==> src/rtl/compacting_tag_queue_defines.svh <==
// Assertion macros used by the compacting tag queue datapath.
`ifndef COMPACTING_TAG_QUEUE_DEFINES_SVH
`define COMPACTING_TAG_QUEUE_DEFINES_SVH
`ifndef SYNTHESIS
// Same-cycle implication, sampled on clk and disabled during reset.
`define CTQ_ASSERT(label, ante, cons, msg) \
    label: assert property (@(posedge clk) disable iff (!rst_n) (ante) |-> (cons)) \
        else $error(msg);
// Next-cycle implication, sampled on clk and disabled during reset.
`define CTQ_ASSERT_NXT(label, ante, cons, msg) \
    label: assert property (@(posedge clk) disable iff (!rst_n) (ante) |=> (cons)) \
        else $error(msg);
`else
`define CTQ_ASSERT(label, ante, cons, msg)
`define CTQ_ASSERT_NXT(label, ante, cons, msg)
`endif
`endif

==> src/rtl/ctq_pkg.sv <==
// Package with the shared types and constants of the compacting tag queue.
package ctq_pkg;

    localparam int DEPTH_DEF    = 32;
    localparam int TAG_BITS_DEF = 16;

    localparam int CMD_W    = 2;
    localparam int TAG_W    = 16;
    localparam int STATUS_W = 2;
    localparam int POS_W    = 6;

    typedef enum logic [CMD_W-1:0] {
        CMD_ENQ    = 2'd0,
        CMD_DEQ    = 2'd1,
        CMD_REMOVE = 2'd2,
        CMD_FIND   = 2'd3
    } cmd_t;

    typedef enum logic [STATUS_W-1:0] {
        STAT_DONE  = 2'd0,
        STAT_FULL  = 2'd1,
        STAT_EMPTY = 2'd2
    } stat_t;

    typedef enum logic [1:0] {
        ST_IDLE,
        ST_SCAN,
        ST_REPORT
    } ctrl_state_t;

    // Commands from the controller to the datapath.
    typedef struct packed {
        logic load;
        logic scan;
        logic commit;
    } ctrl_cmd_t;

    // Status from the datapath to the controller.
    typedef struct packed {
        logic scan_done;
    } dp_status_t;

endpackage

==> src/rtl/compacting_tag_queue.sv <==
// Top level of the compacting tag queue: controller, datapath and tag RAM.
// Enqueue and dequeue pass from idle to the report state, whose commit is registered into done.
// Remove and find walk the stored tags through the single RAM read port, which has registered
// read data: one stored tag is read and compared per cycle until all have been read.
// The result is shown for one cycle with done; the receiver cannot stall, so none is held back.
// Reset (rst_n low, asynchronous) empties the queue; stored tags are not cleared.
module compacting_tag_queue #(
    parameter int DEPTH    = ctq_pkg::DEPTH_DEF,
    parameter int TAG_BITS = ctq_pkg::TAG_BITS_DEF
) (
    input  logic                             clk,
    input  logic                             rst_n,
    input  logic                             start,
    output logic                             busy,
    input  logic [ctq_pkg::CMD_W-1:0]        cmd,
    input  logic [ctq_pkg::TAG_W-1:0]        tag,
    output logic                             done,
    output logic [ctq_pkg::STATUS_W-1:0]     status,
    output logic [ctq_pkg::POS_W-1:0]        position,
    output logic [ctq_pkg::POS_W-1:0]        count,
    output logic                             is_empty,
    output logic                             is_full
);

    import ctq_pkg::*;

    // The controller sequences each request: a request is taken when start is high and
    // busy is low, walks the stored tags for remove and find, and then commits once.
    ctrl_cmd_t  ctl;
    dp_status_t sts;

    ctq_ctrl u_ctrl (
        .clk  (clk),
        .rst_n(rst_n),
        .start(start),
        .cmd  (cmd),
        .sts  (sts),
        .busy (busy),
        .done (done),
        .ctl  (ctl)
    );

    // The datapath keeps the queue as a ring in RAM with a head pointer, so dequeue only
    // moves the head. Remove copies every non-matching tag down behind the read pointer,
    // which keeps the survivors in order; find records the first matching position.
    ctq_dp #(
        .DEPTH   (DEPTH),
        .TAG_BITS(TAG_BITS)
    ) u_dp (
        .clk     (clk),
        .rst_n   (rst_n),
        .cmd     (cmd),
        .tag     (tag),
        .ctl     (ctl),
        .sts     (sts),
        .status  (status),
        .position(position),
        .count   (count),
        .is_empty(is_empty),
        .is_full (is_full)
    );

endmodule

==> src/rtl/ctq_ram.sv <==
// Generic single-write, single-read RAM with registered read data.
module ctq_ram #(
    parameter int WIDTH = 16,
    parameter int DEPTH = 32,
    parameter int ADDR_W = (DEPTH > 1) ? $clog2(DEPTH) : 1
) (
    input  logic              clk,
    input  logic              we,
    input  logic [ADDR_W-1:0] waddr,
    input  logic [WIDTH-1:0]  wdata,
    input  logic              re,
    input  logic [ADDR_W-1:0] raddr,
    output logic [WIDTH-1:0]  rdata
);

    logic [WIDTH-1:0] mem [DEPTH];
    logic [WIDTH-1:0] rdata_reg;

    always_ff @(posedge clk)
    begin
        if (we)
        begin
            mem[waddr] <= wdata;
        end
        if (re)
        begin
            rdata_reg <= mem[raddr];
        end
    end

    assign rdata = rdata_reg;

endmodule

==> src/rtl/ctq_ctrl.sv <==
// Controller state machine of the compacting tag queue.
module ctq_ctrl (
    input  logic                          clk,
    input  logic                          rst_n,
    input  logic                          start,
    input  logic [ctq_pkg::CMD_W-1:0]     cmd,
    input  ctq_pkg::dp_status_t           sts,
    output logic                          busy,
    output logic                          done,
    output ctq_pkg::ctrl_cmd_t            ctl
);

    import ctq_pkg::*;

    ctrl_state_t state_reg;
    ctrl_state_t state_next;
    logic        done_reg;
    cmd_t        cmd_in;

    assign cmd_in = cmd_t'(cmd);

    always_ff @(posedge clk or negedge rst_n)
    begin
        if (!rst_n)
        begin
            state_reg <= ST_IDLE;
            done_reg  <= 1'b0;
        end
        else
        begin
            state_reg <= state_next;
            done_reg  <= ctl.commit;
        end
    end

    // Next state.
    always_comb
    begin
        state_next = state_reg;
        case (state_reg)
            ST_IDLE:
            begin
                if (start)
                begin
                    if (cmd_in inside {CMD_REMOVE, CMD_FIND})
                    begin
                        state_next = ST_SCAN;
                    end
                    else
                    begin
                        state_next = ST_REPORT;
                    end
                end
            end
            ST_SCAN:
            begin
                if (sts.scan_done)
                begin
                    state_next = ST_REPORT;
                end
            end
            ST_REPORT:
            begin
                state_next = ST_IDLE;
            end
            default:
            begin
                state_next = ST_IDLE;
            end
        endcase
    end

    // Outputs.
    always_comb
    begin
        ctl  = '0;
        busy = 1'b1;
        case (state_reg)
            ST_IDLE:
            begin
                busy     = 1'b0;
                ctl.load = start;
            end
            ST_SCAN:
            begin
                ctl.scan = 1'b1;
            end
            ST_REPORT:
            begin
                ctl.commit = 1'b1;
            end
            default:
            begin
                busy = 1'b1;
            end
        endcase
    end

    assign done = done_reg;

endmodule

==> src/rtl/ctq_dp.sv <==
// Datapath of the compacting tag queue: ring storage, scan pointers and results.
`include "compacting_tag_queue_defines.svh"

module ctq_dp #(
    parameter int DEPTH    = ctq_pkg::DEPTH_DEF,
    parameter int TAG_BITS = ctq_pkg::TAG_BITS_DEF
) (
    input  logic                             clk,
    input  logic                             rst_n,
    input  logic [ctq_pkg::CMD_W-1:0]        cmd,
    input  logic [ctq_pkg::TAG_W-1:0]        tag,
    input  ctq_pkg::ctrl_cmd_t               ctl,
    output ctq_pkg::dp_status_t              sts,
    output logic [ctq_pkg::STATUS_W-1:0]     status,
    output logic [ctq_pkg::POS_W-1:0]        position,
    output logic [ctq_pkg::POS_W-1:0]        count,
    output logic                             is_empty,
    output logic                             is_full
);

    import ctq_pkg::*;

    localparam int PTR_W = (DEPTH > 1) ? $clog2(DEPTH) : 1;
    localparam int CNT_W = $clog2(DEPTH + 1);
    localparam int SUM_W = CNT_W + 1;
    localparam logic [PTR_W-1:0] LAST_PTR = PTR_W'(DEPTH - 1);
    localparam logic [CNT_W-1:0] FULL_CNT = CNT_W'(DEPTH);
    localparam logic [SUM_W-1:0] DEPTH_SUM = SUM_W'(DEPTH);

    // Request and queue state.
    cmd_t                cmd_reg;
    logic [TAG_BITS-1:0] tag_reg;
    logic [PTR_W-1:0]    head_reg;
    logic [CNT_W-1:0]    fill_reg;

    // Scan state.
    logic [CNT_W-1:0]    rd_idx_reg;
    logic [PTR_W-1:0]    rd_ptr_reg;
    logic                cmp_vld_reg;
    logic [CNT_W-1:0]    cmp_pos_reg;
    logic [CNT_W-1:0]    kept_reg;
    logic [PTR_W-1:0]    wr_ptr_reg;
    logic [CNT_W-1:0]    pos_reg;

    // Result registers.
    stat_t               status_reg;
    logic [POS_W-1:0]    position_reg;
    logic [POS_W-1:0]    count_reg;
    logic                is_empty_reg;
    logic                is_full_reg;

    logic [TAG_BITS-1:0] rdata;
    logic                rd_en;
    logic                proc;
    logic                is_match;
    logic                remove_wr;
    logic                enq_wr;
    logic                q_full;
    logic                q_empty;
    logic [SUM_W-1:0]    tail_sum;
    logic [PTR_W-1:0]    tail_ptr;
    logic [PTR_W-1:0]    rd_ptr_inc;
    logic [PTR_W-1:0]    wr_ptr_inc;
    logic [PTR_W-1:0]    head_inc;
    logic                ram_we;
    logic [PTR_W-1:0]    ram_waddr;
    logic [TAG_BITS-1:0] ram_wdata;
    logic [CNT_W-1:0]    fill_new;
    stat_t               status_new;

    assign q_full  = (fill_reg == FULL_CNT);
    assign q_empty = (fill_reg == '0);

    assign rd_ptr_inc = (rd_ptr_reg == LAST_PTR) ? '0 : PTR_W'(rd_ptr_reg + 1'b1);
    assign wr_ptr_inc = (wr_ptr_reg == LAST_PTR) ? '0 : PTR_W'(wr_ptr_reg + 1'b1);
    assign head_inc   = (head_reg == LAST_PTR) ? '0 : PTR_W'(head_reg + 1'b1);

    // The back of the ring is head + fill, wrapped once.
    assign tail_sum = SUM_W'(head_reg) + SUM_W'(fill_reg);
    assign tail_ptr = (tail_sum >= DEPTH_SUM) ? PTR_W'(tail_sum - DEPTH_SUM)
                                              : PTR_W'(tail_sum);

    assign rd_en     = ctl.scan && (rd_idx_reg != fill_reg);
    assign proc      = ctl.scan && cmp_vld_reg;
    assign is_match  = (rdata == tag_reg);
    assign remove_wr = proc && (cmd_reg == CMD_REMOVE) && !is_match;
    assign enq_wr    = ctl.commit && (cmd_reg == CMD_ENQ) && !q_full;

    assign sts.scan_done = (rd_idx_reg == fill_reg) && !cmp_vld_reg;

    // Kept entries move down behind the read pointer, or a new tag goes at the back.
    assign ram_we    = remove_wr || enq_wr;
    assign ram_waddr = enq_wr ? tail_ptr : wr_ptr_reg;
    assign ram_wdata = enq_wr ? tag_reg : rdata;

    ctq_ram #(
        .WIDTH (TAG_BITS),
        .DEPTH (DEPTH),
        .ADDR_W(PTR_W)
    ) u_ram (
        .clk  (clk),
        .we   (ram_we),
        .waddr(ram_waddr),
        .wdata(ram_wdata),
        .re   (rd_en),
        .raddr(rd_ptr_reg),
        .rdata(rdata)
    );

    // Effect of the request on the fill count and its status.
    always_comb
    begin
        fill_new   = fill_reg;
        status_new = STAT_DONE;
        case (cmd_reg)
            CMD_ENQ:
            begin
                if (q_full)
                begin
                    status_new = STAT_FULL;
                end
                else
                begin
                    fill_new = CNT_W'(fill_reg + 1'b1);
                end
            end
            CMD_DEQ:
            begin
                if (q_empty)
                begin
                    status_new = STAT_EMPTY;
                end
                else
                begin
                    fill_new = CNT_W'(fill_reg - 1'b1);
                end
            end
            CMD_REMOVE:
            begin
                fill_new = kept_reg;
            end
            default:
            begin
                fill_new = fill_reg;
            end
        endcase
    end

    always_ff @(posedge clk or negedge rst_n)
    begin
        if (!rst_n)
        begin
            cmd_reg     <= CMD_ENQ;
            head_reg    <= '0;
            fill_reg    <= '0;
            rd_idx_reg  <= '0;
            rd_ptr_reg  <= '0;
            cmp_vld_reg <= 1'b0;
            cmp_pos_reg <= '0;
            kept_reg    <= '0;
            wr_ptr_reg  <= '0;
            pos_reg     <= '0;
        end
        else
        begin
            if (ctl.load)
            begin
                cmd_reg     <= cmd_t'(cmd);
                rd_idx_reg  <= '0;
                rd_ptr_reg  <= head_reg;
                cmp_vld_reg <= 1'b0;
                kept_reg    <= '0;
                wr_ptr_reg  <= head_reg;
                pos_reg     <= '0;
            end
            if (ctl.scan)
            begin
                cmp_vld_reg <= rd_en;
                if (rd_en)
                begin
                    rd_idx_reg  <= CNT_W'(rd_idx_reg + 1'b1);
                    rd_ptr_reg  <= rd_ptr_inc;
                    cmp_pos_reg <= CNT_W'(rd_idx_reg + 1'b1);
                end
                if (remove_wr)
                begin
                    kept_reg   <= CNT_W'(kept_reg + 1'b1);
                    wr_ptr_reg <= wr_ptr_inc;
                end
                if (proc && (cmd_reg == CMD_FIND) && is_match && (pos_reg == '0))
                begin
                    pos_reg <= cmp_pos_reg;
                end
            end
            if (ctl.commit)
            begin
                fill_reg <= fill_new;
                if ((cmd_reg == CMD_DEQ) && !q_empty)
                begin
                    head_reg <= head_inc;
                end
            end
        end
    end

    // The tag is taken modulo 2^TAG_BITS.
    always_ff @(posedge clk)
    begin
        if (ctl.load)
        begin
            tag_reg <= TAG_BITS'(tag);
        end
        if (ctl.commit)
        begin
            status_reg   <= status_new;
            position_reg <= (cmd_reg == CMD_FIND) ? POS_W'(pos_reg) : '0;
            count_reg    <= POS_W'(fill_new);
            is_empty_reg <= (fill_new == '0);
            is_full_reg  <= (fill_new == FULL_CNT);
        end
    end

    assign status   = status_reg;
    assign position = position_reg;
    assign count    = count_reg;
    assign is_empty = is_empty_reg;
    assign is_full  = is_full_reg;

    `CTQ_ASSERT(a_fill_bound, 1'b1, fill_reg <= FULL_CNT, "fill count exceeds depth")
    `CTQ_ASSERT(a_kept_behind, ctl.scan, kept_reg <= rd_idx_reg, "compaction overtook reads")
    `CTQ_ASSERT(a_no_rw_clash, rd_en && ram_we, ram_waddr != rd_ptr_reg, "scan write hit read")
    `CTQ_ASSERT_NXT(a_fill_scan, ctl.scan, $stable(fill_reg), "fill changed during scan")

endmodule

==> config.mk <==
export PLATFORM = sky130hd
export DESIGN_NAME = compacting_tag_queue
export DESIGN_NICKNAME = d
export VERILOG_FILES = /design/src/rtl/ctq_pkg.sv /design/src/rtl/compacting_tag_queue.sv /design/src/rtl/ctq_ram.sv /design/src/rtl/ctq_ctrl.sv /design/src/rtl/ctq_dp.sv
export VERILOG_INCLUDE_DIRS = /design/src /design/src/rtl
export SDC_FILE = /design/constraint.sdc
export NUM_CORES = 1
export LEC_CHECK = 0
export BUFFER_PORTS_ARGS = -buffer_cell sky130_fd_sc_hd__buf_2
export CAP_MARGIN = 20
export CORE_ASPECT_RATIO = 1.4
export CORE_MARGIN = 1.5
export CORE_UTILIZATION = 35
export CTS_BUF_LIST = sky130_fd_sc_hd__clkbuf_8
export CTS_CLUSTER_DIAMETER = 50
export CTS_CLUSTER_SIZE = 10
export DETAILED_ROUTE_END_ITERATION = 16
export SLEW_MARGIN = 30
export SYNTH_ARGS = -nofsm -noshare
export SYNTH_HDL_FRONTEND = slang
export SYNTH_SLANG_ARGS = --single-unit
==> constraint.sdc <==
create_clock -name clk -period 8.01 [get_ports clk]
set_input_delay 0.801 -clock clk [delete_from_list [all_inputs] [get_ports clk]]
set_output_delay 0.801 -clock clk [all_outputs]
set_load 0.1 [all_outputs]
==> impl_metrics.toml, run 1 <==
[critical_path]
rrSetupSlack_ps = 4100
cp.buffers_inverters = 2
crit_path_start_kind = "flop"
crit_arrival_ps = 4180
path_cells = "inv_1, ha_1, nor4b_1, a211oi_4, buf_4, o32ai_1, nand2_1, nor2_2"
crit_fanout = 27
cp_data_required_time_ps = 8280
crit_type = "flop to flop"
end_kind = "flop"
crit_slowest_cell = "nor2_2"
max_stage_delay_ps = 790
cp_top_family = "simple AND/OR/NAND/NOR gates"

[place]
dp_hpwl_um = 35800
port_buffers = 38
gp_routability_congestion = 0.867

[power_and_ir_drop]
p_leak_nw = 8.99
power.density_nw_per_um2 = 354
power.total_mw = 9.69
ir_worst_vdd_uv = 248

[synth]
synth.avg_cell_area_um2 = 17.9
synth-warning-count = 0
seq_area_frac_synth = 0.730
synth_top_area_frac = 0.678
ys_types = 58
ys_ff_latch = 611
synth_area_leaders = "edfxtp_1, mux4_2, dfrtp_1"
synth_area_um2 = 24800
async_flop_share = 0.0835
synth_top_area_cell = "edfxtp_1"
synthFlopType = "edfxtp_1"
syn_inst = 1389
syn_nets = 1426
synth_edf_count = 560

[finish]
layout-drive-gt1-share = 0.213
final_cell_mix = "edfxtp_1, mux2i_1, mux4_2"
fin_util = 0.390
largest_reg_flops = 512
area_delta_synth_final_pct = 10.3
mostFrequentLayoutCell = "edfxtp_1"
final_nets = 1500

[die]
start_util = 0.353
die_w_um = 228
io_pins = 39
die_y_um = 318
core_um2 = 70200
die-area_um2 = 72500
rows = 115

[grt]
grt_start_max_net_pins = 111
antenna_found_initial = 2
track_usage = 0.159
grt_pass1_wl_um = 85900
grt-ovfl-total = 0
grt_pass1_vias = 13474

[clock_tree]
cts_tree = "built"
cts.hold.buffers_added = 0
cts_resized = 0
clock_sinks = 611
htreeDepth = 3
cts_setup_buffers = 0
numCtsBuffers = 72
insertion_delay_ps = 670
clockBufferDepth = 3
clk_pin_slew_worst_paths_ps = 80
root_buffer = "clkbuf_8"

[route]
via_count = 12869
first_pass_iters = 5
drtIter0Drc = 939
wl_per_cell_um = 23.8
drc = 0
viasPerCell = 5.31
wirelength_um = 57700
antenna_left = 0

[sta]
hold_viol = 0
fin_crit_sh = 0.488
finalSetupViolations = 0
tns_ps = 0
timing.slew.headroom = 0.384
fmax_ghz = 0.256
min_period_ps = 3910
fin_worst_skew_ps = 29.2
drv_slew = 0
worst_pin_slew_ps = 922
rsz0062_at_grt = "no"

[outcome]
outcome = "completed"

[worst_hold_path]
hp-class = "input pin to async pin"

[flow_run]
drv_cap = 0
==> routing by layer <==
metal	part of all wire	GRT usage	vias to the layer above
met5	0	0	-
met4	0.039	0.0737	0
met3	0.042	0.0256	120
met2	0.54	0.295	366
met1	0.38	0.178	6695
li1	-	-	5688
==> final timing paths <==
| kind | depth (start not counted) | start | to |
|---|---|---|---|
| setup reg to reg | 8 | u_dp.fill_reg[0] | u_dp.u_ram.mem[23][12] |
| hold / removal | 2 | rst_n | u_dp.rd_ptr_reg[2] |
| hold reg to reg | 1 | u_dp.cmp_pos_reg[4] | u_dp.cmp_pos_reg[4] |
| setup / recovery | 8 | u_dp.fill_reg[0] | u_dp.u_ram.mem[23][12] |
| min in group clk | 1 | tag[10] | u_dp.tag_reg[10] |
| max in group asynchronous | 2 | rst_n | u_dp.rd_ptr_reg[0] |
==> through the flow <==
step / setup WS (ps) / cells / hold WS [ps] / instance area [um2]
CTS: 4150 / 2423 / 250 / 27300
floorplan: 4770 / 1389 / 444 / 24800
finish: 4100 / 2424 / 263 / 27400
global placement: 4320 / 2325 / 465 / 26200
global route: 3770 / 2424 / 275 / 27400
detailed placement: 4190 / 2325 / 467 / 26200
==> synthesized netlist by cell type, drive strengths merged (16+ instances only) <==
cell type,number
edfxtp,560
mux2i,87
mux4,80
mux2,52
nand2,52
dfrtp,51
nor2,48
clkbuf,46
o221ai,45
o21ai,41
buf,33
a21oi,25
o31ai,22
xor2,22
nor2b,21
o22ai,18
a21boi,16
inv,16
xnor2,16
==> power by group <==
group	internal, mW	leakage [nW]	switching, mW	total [mW]
Combinational	1.11	2.62	2.05	3.15
Clock	0.881	0.652	1.08	1.96
Sequential	4.23	5.72	0.342	4.57
==> area by class of cell <==
class	instances	area, um2
fillers	6446	42900
diodes	1	2.50
clock inverters	24	154
inverters	17	63.8
clock buffers	74	1020
multi-input cells	682	6340
well taps	936	1170
flip-flops and latches	611	18100
repair buffers	79	510
==> cell families (layout without fill, tap and decap cells) <==
logic type / count (synthesis) / in the layout / share of synthesized area
and+or+nand+nor: 196 / 196 / 0.0394
other: 0 / 1 / 0
AOI/OAI and AO/OA: 213 / 213 / 0.0615
adders and majority gates: 16 / 16 / 0.00837
xor gates and xnor gates: 38 / 38 / 0.0134
buffers and inverters: 96 / 194 / 0.0165
DFF: 611 / 611 / 0.730
muxes: 219 / 219 / 0.131
(Power assumes the default switching activity.)
==> inputs of run 2 (changes only) <==
==> constraint.sdc (replaced) <==
create_clock -name clk -period 3.93 [get_ports clk]
set_input_delay 0.393 -clock clk [delete_from_list [all_inputs] [get_ports clk]]
set_output_delay 0.393 -clock clk [all_outputs]
set_load 0.1 [all_outputs]
==> impl_metrics.toml, run 2 (same netlist as run 1, synthesis figures left out) <==
[critical_path]
end_kind = "flop"
crit_type = "flop to flop"
crit_arrival_ps = 3860
crit_fanout = 16
path_cells = "inv_1, ha_1, nor4b_1, a211oi_4, o32ai_1, nand2_1, nor2_4"
crit_slowest_cell = "nor4b_1"
max_stage_delay_ps = 630
crit_path_start_kind = "flop"
cp_data_required_time_ps = 4210

[place]
post-place-cells = 2363
dp_slack_ps = 205
placed_cell_area_um2 = 26500
gp_routability_congestion = 0.907
dp_hpwl_um = 39900
port_buffers = 38

[die]
rows = 115
start_util = 0.353
core_um2 = 70200
die-area_um2 = 72500
die_y_um = 318
io_pins = 39
die_w_um = 228

[finish]
final_cell_mix = "edfxtp_1, mux2i_1, mux4_2"
final_nets = 1557
fin_util = 0.396
final_cells = 2475
area_delta_synth_final_pct = 12.2
largest_reg_flops = 512
mostFrequentLayoutCell = "edfxtp_1"
stdcell_area_um2 = 27800
layout-drive-gt1-share = 0.229

[route]
antenna_left = 0
wirelength_um = 60700
viasPerCell = 5.30
drtIter0Drc = 1011
wl_per_cell_um = 24.5
via_count = 13115
first_pass_iters = 5
drc = 0

[worst_hold_path]
hp-class = "input pin to flop"

[clock_tree]
root_buffer = "clkbuf_8"
cts_tree = "built"
insertion_delay_ps = 670
clockBufferDepth = 3
htreeDepth = 3
clk_pin_slew_worst_paths_ps = 80
numCtsBuffers = 72
clock_sinks = 611

[sta]
hold_viol = 0
fin_worst_skew_ps = 43.0
setup_ws_ps = 348
finalSetupViolations = 0
rsz0062_at_grt = "no"
fin_crit_sh = 0.911
timing.slew.headroom = 0.355
worst_pin_slew_ps = 958
tns_ps = 0
whs_ps = 124
fmax_ghz = 0.279
drv_slew = 0
min_period_ps = 3580

[outcome]
outcome = "completed"

[power_and_ir_drop]
p_leak_nw = 9.21
power.total_mw = 20.3
power.density_nw_per_um2 = 728
ir_worst_vdd_uv = 281

[flow_run]
drv_cap = 0

[grt]
grt-ovfl-total = 0
grt_start_max_net_pins = 49
grt_pass1_wl_um = 90500
track_usage = 0.169
antenna_found_initial = 1
grt_pass1_vias = 13504
run 2: timing repair:
| item | CTS | global route |
|---|---|---|
| setup buffers | 0 | 0 |
| setup endpoints to repair | 0 | 16 |
| gates resized for setup | 0 | 1 |
| hold buffers | 19 | 0 |
| endpoints found under the hold margin | 34 | 0 |
run 2: critical path: cells and delay by family, from the launching register on:
| kind | cells | cell delay, ps |
|---|---|---|
| and+or+nand+nor | 3 | 1630 |
| adders and majority gates | 1 | 190 |
| DFF | 1 | 500 |
| buffers and inverters | 1 | 210 |
| AOI/OAI and AO/OA | 2 | 620 |
run 2: worst paths after layout:
kind	start	end	slack, ps	cells past startpoint
max in group asynchronous	rst_n	u_dp.rd_ptr_reg[3]	2830	3
min in group asynchronous	rst_n	u_dp.fill_reg[5]	240	2
worst min-delay path	start	u_ctrl.state_reg[0]	120	3
worst min register to register	u_dp.cmp_pos_reg[1]	u_dp.cmp_pos_reg[1]	490	2
worst max register to register	u_dp.fill_reg[0]	u_dp.u_ram.mem[23][8]	350	7
worst max-delay path	u_dp.fill_reg[0]	u_dp.u_ram.mem[23][8]	350	7
run 2: power by group:
| part | total (mW) | switching (mW) | internal [mW] |
|---|---|---|---|
| Clock | 3.89 | 2.13 | 1.76 |
| Sequential | 9.17 | 0.546 | 8.63 |
| Combinational | 7.20 | 4.72 | 2.48 |
run 2: layer usage:
metal  routed length (um)  global-route usage
met3                 2310              0.0270
met2                30900               0.290
met4                 3210              0.0936
met1                24200               0.202
met5                    0                   0
run 2: area by class of cell:
| class | instances | area [um2] |
|---|---|---|
| Tap cell | 936 | 1170 |
| Timing Repair Buffer | 136 | 998 |
| Antenna cell | 1 | 2.50 |
| Clock buffer | 73 | 1000 |
| Fill cell | 6408 | 42400 |
| Inverter | 17 | 63.8 |
| Sequential cell | 611 | 18100 |
| Clock inverter | 19 | 123 |
| Multi-Input combinational cell | 682 | 6350 |
==> inputs of run 3 (changes only) <==
--- a/config.mk
+++ b/config.mk
@@ -8,6 +8,8 @@
 export LEC_CHECK = 0
 export BUFFER_PORTS_ARGS = -buffer_cell sky130_fd_sc_hd__buf_2
 export CAP_MARGIN = 20
+export CELL_PAD_IN_SITES_DETAIL_PLACEMENT = 0
+export CELL_PAD_IN_SITES_GLOBAL_PLACEMENT = 1
 export CORE_ASPECT_RATIO = 1.4
 export CORE_MARGIN = 1.5
 export CORE_UTILIZATION = 35
@@ -15,7 +17,9 @@
 export CTS_CLUSTER_DIAMETER = 50
 export CTS_CLUSTER_SIZE = 10
 export DETAILED_ROUTE_END_ITERATION = 16
+export PLACE_DENSITY_LB_ADDON = 0.1
 export SLEW_MARGIN = 30
 export SYNTH_ARGS = -nofsm -noshare
 export SYNTH_HDL_FRONTEND = slang
+export SYNTH_HIERARCHICAL = 1
 export SYNTH_SLANG_ARGS = --single-unit
==> impl_metrics.toml, run 3 <==
[outcome]
outcome = "completed"

[grt]
grt-ovfl-total = 0
grt_pass1_wl_um = 102000
grt_pass1_vias = 14782
grt_start_max_net_pins = 105
antenna_found_initial = 2
track_usage = 0.191

[synth]
synth_area_um2 = 25300
synth_top_area_frac = 0.664
synth_edf_count = 560
synth_top_area_cell = "edfxtp_1"
async_flop_share = 0.0835
ys_types = 76
ys_ff_latch = 611
synth_area_leaders = "edfxtp_1, mux2i_1, dfrtp_1"
syn_inst = 1609
synth.avg_cell_area_um2 = 15.8
synthFlopType = "edfxtp_1"
yosysMostFrequentCell = "edfxtp_1"
synth-warning-count = 6
synth.top_cells.by_count = "edfxtp_1, mux2i_1, nand2_1, a22oi_1, nor2_1"
seq_area_frac_synth = 0.714
syn_nets = 1645

[power_and_ir_drop]
power.density_nw_per_um2 = 713
p_leak_nw = 10.1
ir_worst_vdd_uv = 477

[die]
io_pins = 39
core_um2 = 71600
die_y_um = 321
die_w_um = 230
rows = 116
start_util = 0.354
die-area_um2 = 74100

[clock_tree]
clockBufferDepth = 3
root_buffer = "clkbuf_8"
htreeDepth = 3
clk_pin_slew_worst_paths_ps = 70
clock_sinks = 611
insertion_delay_ps = 690
numCtsBuffers = 72
cts_tree = "built"

[finish]
mostFrequentLayoutCell = "edfxtp_1"
final_cell_mix = "edfxtp_1, mux2i_1, nand2_1"
largest_reg_flops = 512
area_delta_synth_final_pct = 11.7
stdcell_area_um2 = 28300
layout-drive-gt1-share = 0.142
final_nets = 1786

[route]
antenna_left = 0
via_count = 14045
viasPerCell = 5.16
drt-met1-wl_um = 27100
wirelength_um = 69700
met3_length_um = 2400
drc = 0
routed.top_layer = "met4"
wl_per_cell_um = 25.6
drtIter0Drc = 867
wl_met2_um = 36900
first_pass_iters = 5

[critical_path]
end_kind = "flop"
crit_arrival_ps = 3980
crit_path_start_kind = "flop"
crit_fanout = 13
cp_data_required_time_ps = 4310
crit_type = "flop to flop"

[worst_hold_path]
hp-class = "input pin to async pin"

[sta]
worst_pin_slew_ps = 841
timing.slew.headroom = 0.438
rsz0062_at_grt = "no"
setup_ws_ps = 328
whs_ps = 212
fin_crit_sh = 0.917
finalSetupViolations = 0
tns_ps = 0
hold_viol = 0
min_period_ps = 3600
fmax_ghz = 0.278
fin_worst_skew_ps = 41.4
drv_slew = 0

[place]
gp_routability_congestion = 0.829
dp_hpwl_um = 44400
dp_slack_ps = 319
port_buffers = 38
placed_cell_area_um2 = 26900

[flow_run]
drv_cap = 0
-- run 3: cell types whose count changed after synthesis, moves of 18 or more --
cell      delta
mux2i_1    +180
mux4_2      -80
a22oi_1     +66
nand2_1     +66
mux2_2      -46
o221ai_1    -45
a22o_1      +35
nand3_1     +35
o21ai_0     -21
clkbuf_1    -20
o31ai_1     -19
a21oi_1     +18
a31oi_1     +18
-- run 3: cells by family after synthesis --
| kind of cell | count (synthesis) | synth area share |
|---|---|---|
| AND/OR/NAND/NOR | 344 | 0.0672 |
| XOR/XNOR | 31 | 0.0107 |
| AO/OA/AOI/OAI | 228 | 0.0639 |
| adder cells (fa/ha/maj) | 15 | 0.00770 |
| buffers and inverters | 106 | 0.0279 |
| multiplexers | 274 | 0.109 |
| flip-flops | 611 | 0.714 |
-- run 3: path summary, 6_finish.rpt --
path	slack (ps)	endpoint	from	cells past startpoint
hold reg to reg	480	u_dp/cmp_pos_reg[1]	u_dp/cmp_pos_reg[1]	2
setup reg to reg	330	u_dp/u_ram/mem[16][12]	u_dp/fill_reg[1]	10
hold / removal	210	u_dp/rd_ptr_reg[4]	rst_n	2
setup / recovery	330	u_dp/u_ram/mem[16][12]	u_dp/fill_reg[1]	10
max in group asynchronous	2900	u_dp/cmd_reg[0]	rst_n	3
min in group clk	420	u_dp/tag_reg[7]	tag[7]	2
-- run 3: stage by stage --
stage	instances	power [mW]	utilization
2_1_floorplan	1609	13.4	-
3_3_place_gp	2599	16.3	0.376
3_5_place_dp	2599	16.3	0.376
4_1_cts	2718	20.5	0.396
5_1_grt	2720	21.2	0.396
6_report	2720	20.2	0.396
-- run 3: power by group --
part           total [mW]  internal [mW]  switching [mW]
clock                4.08           1.86            2.23
sequential           8.80           8.49           0.309
combinational        7.30           2.22            5.08
-- run 3: critical path: stages, from the launching register on --
cell,delay (ps)
dfrtp_1,380
inv_1,120
ha_1,270
nor4b_1,300
buf_4,180
nand2_1,120
nand3_1,310
o21ai_0,230
or3b_2,720
nor2_1,350
buf_4,300
-- run 3: repair_timing --
action / CTS / global route
hold buffers: 21 / 0
resized for setup: 0 / 0
endpoints found under the hold margin: 39 / 0
setup buffers: 0 / 0
-- run 3: layer usage --
layer  track usage  vias up
li1              -     6473
met5             0        -
met4         0.101        0
met3        0.0235      121
met2         0.349      302
met1         0.217     7149
-- run 3: final cells by class --
class / instances / area [um2]
diodes: 2 / 5.00
clock buffers: 78 / 1070
clock inverters: 20 / 116
fillers: 6603 / 43200
inverters: 17 / 63.8
multi-input cells: 892 / 6570
flip-flops and latches: 611 / 18100
well taps: 944 / 1180
repair buffers: 156 / 1200
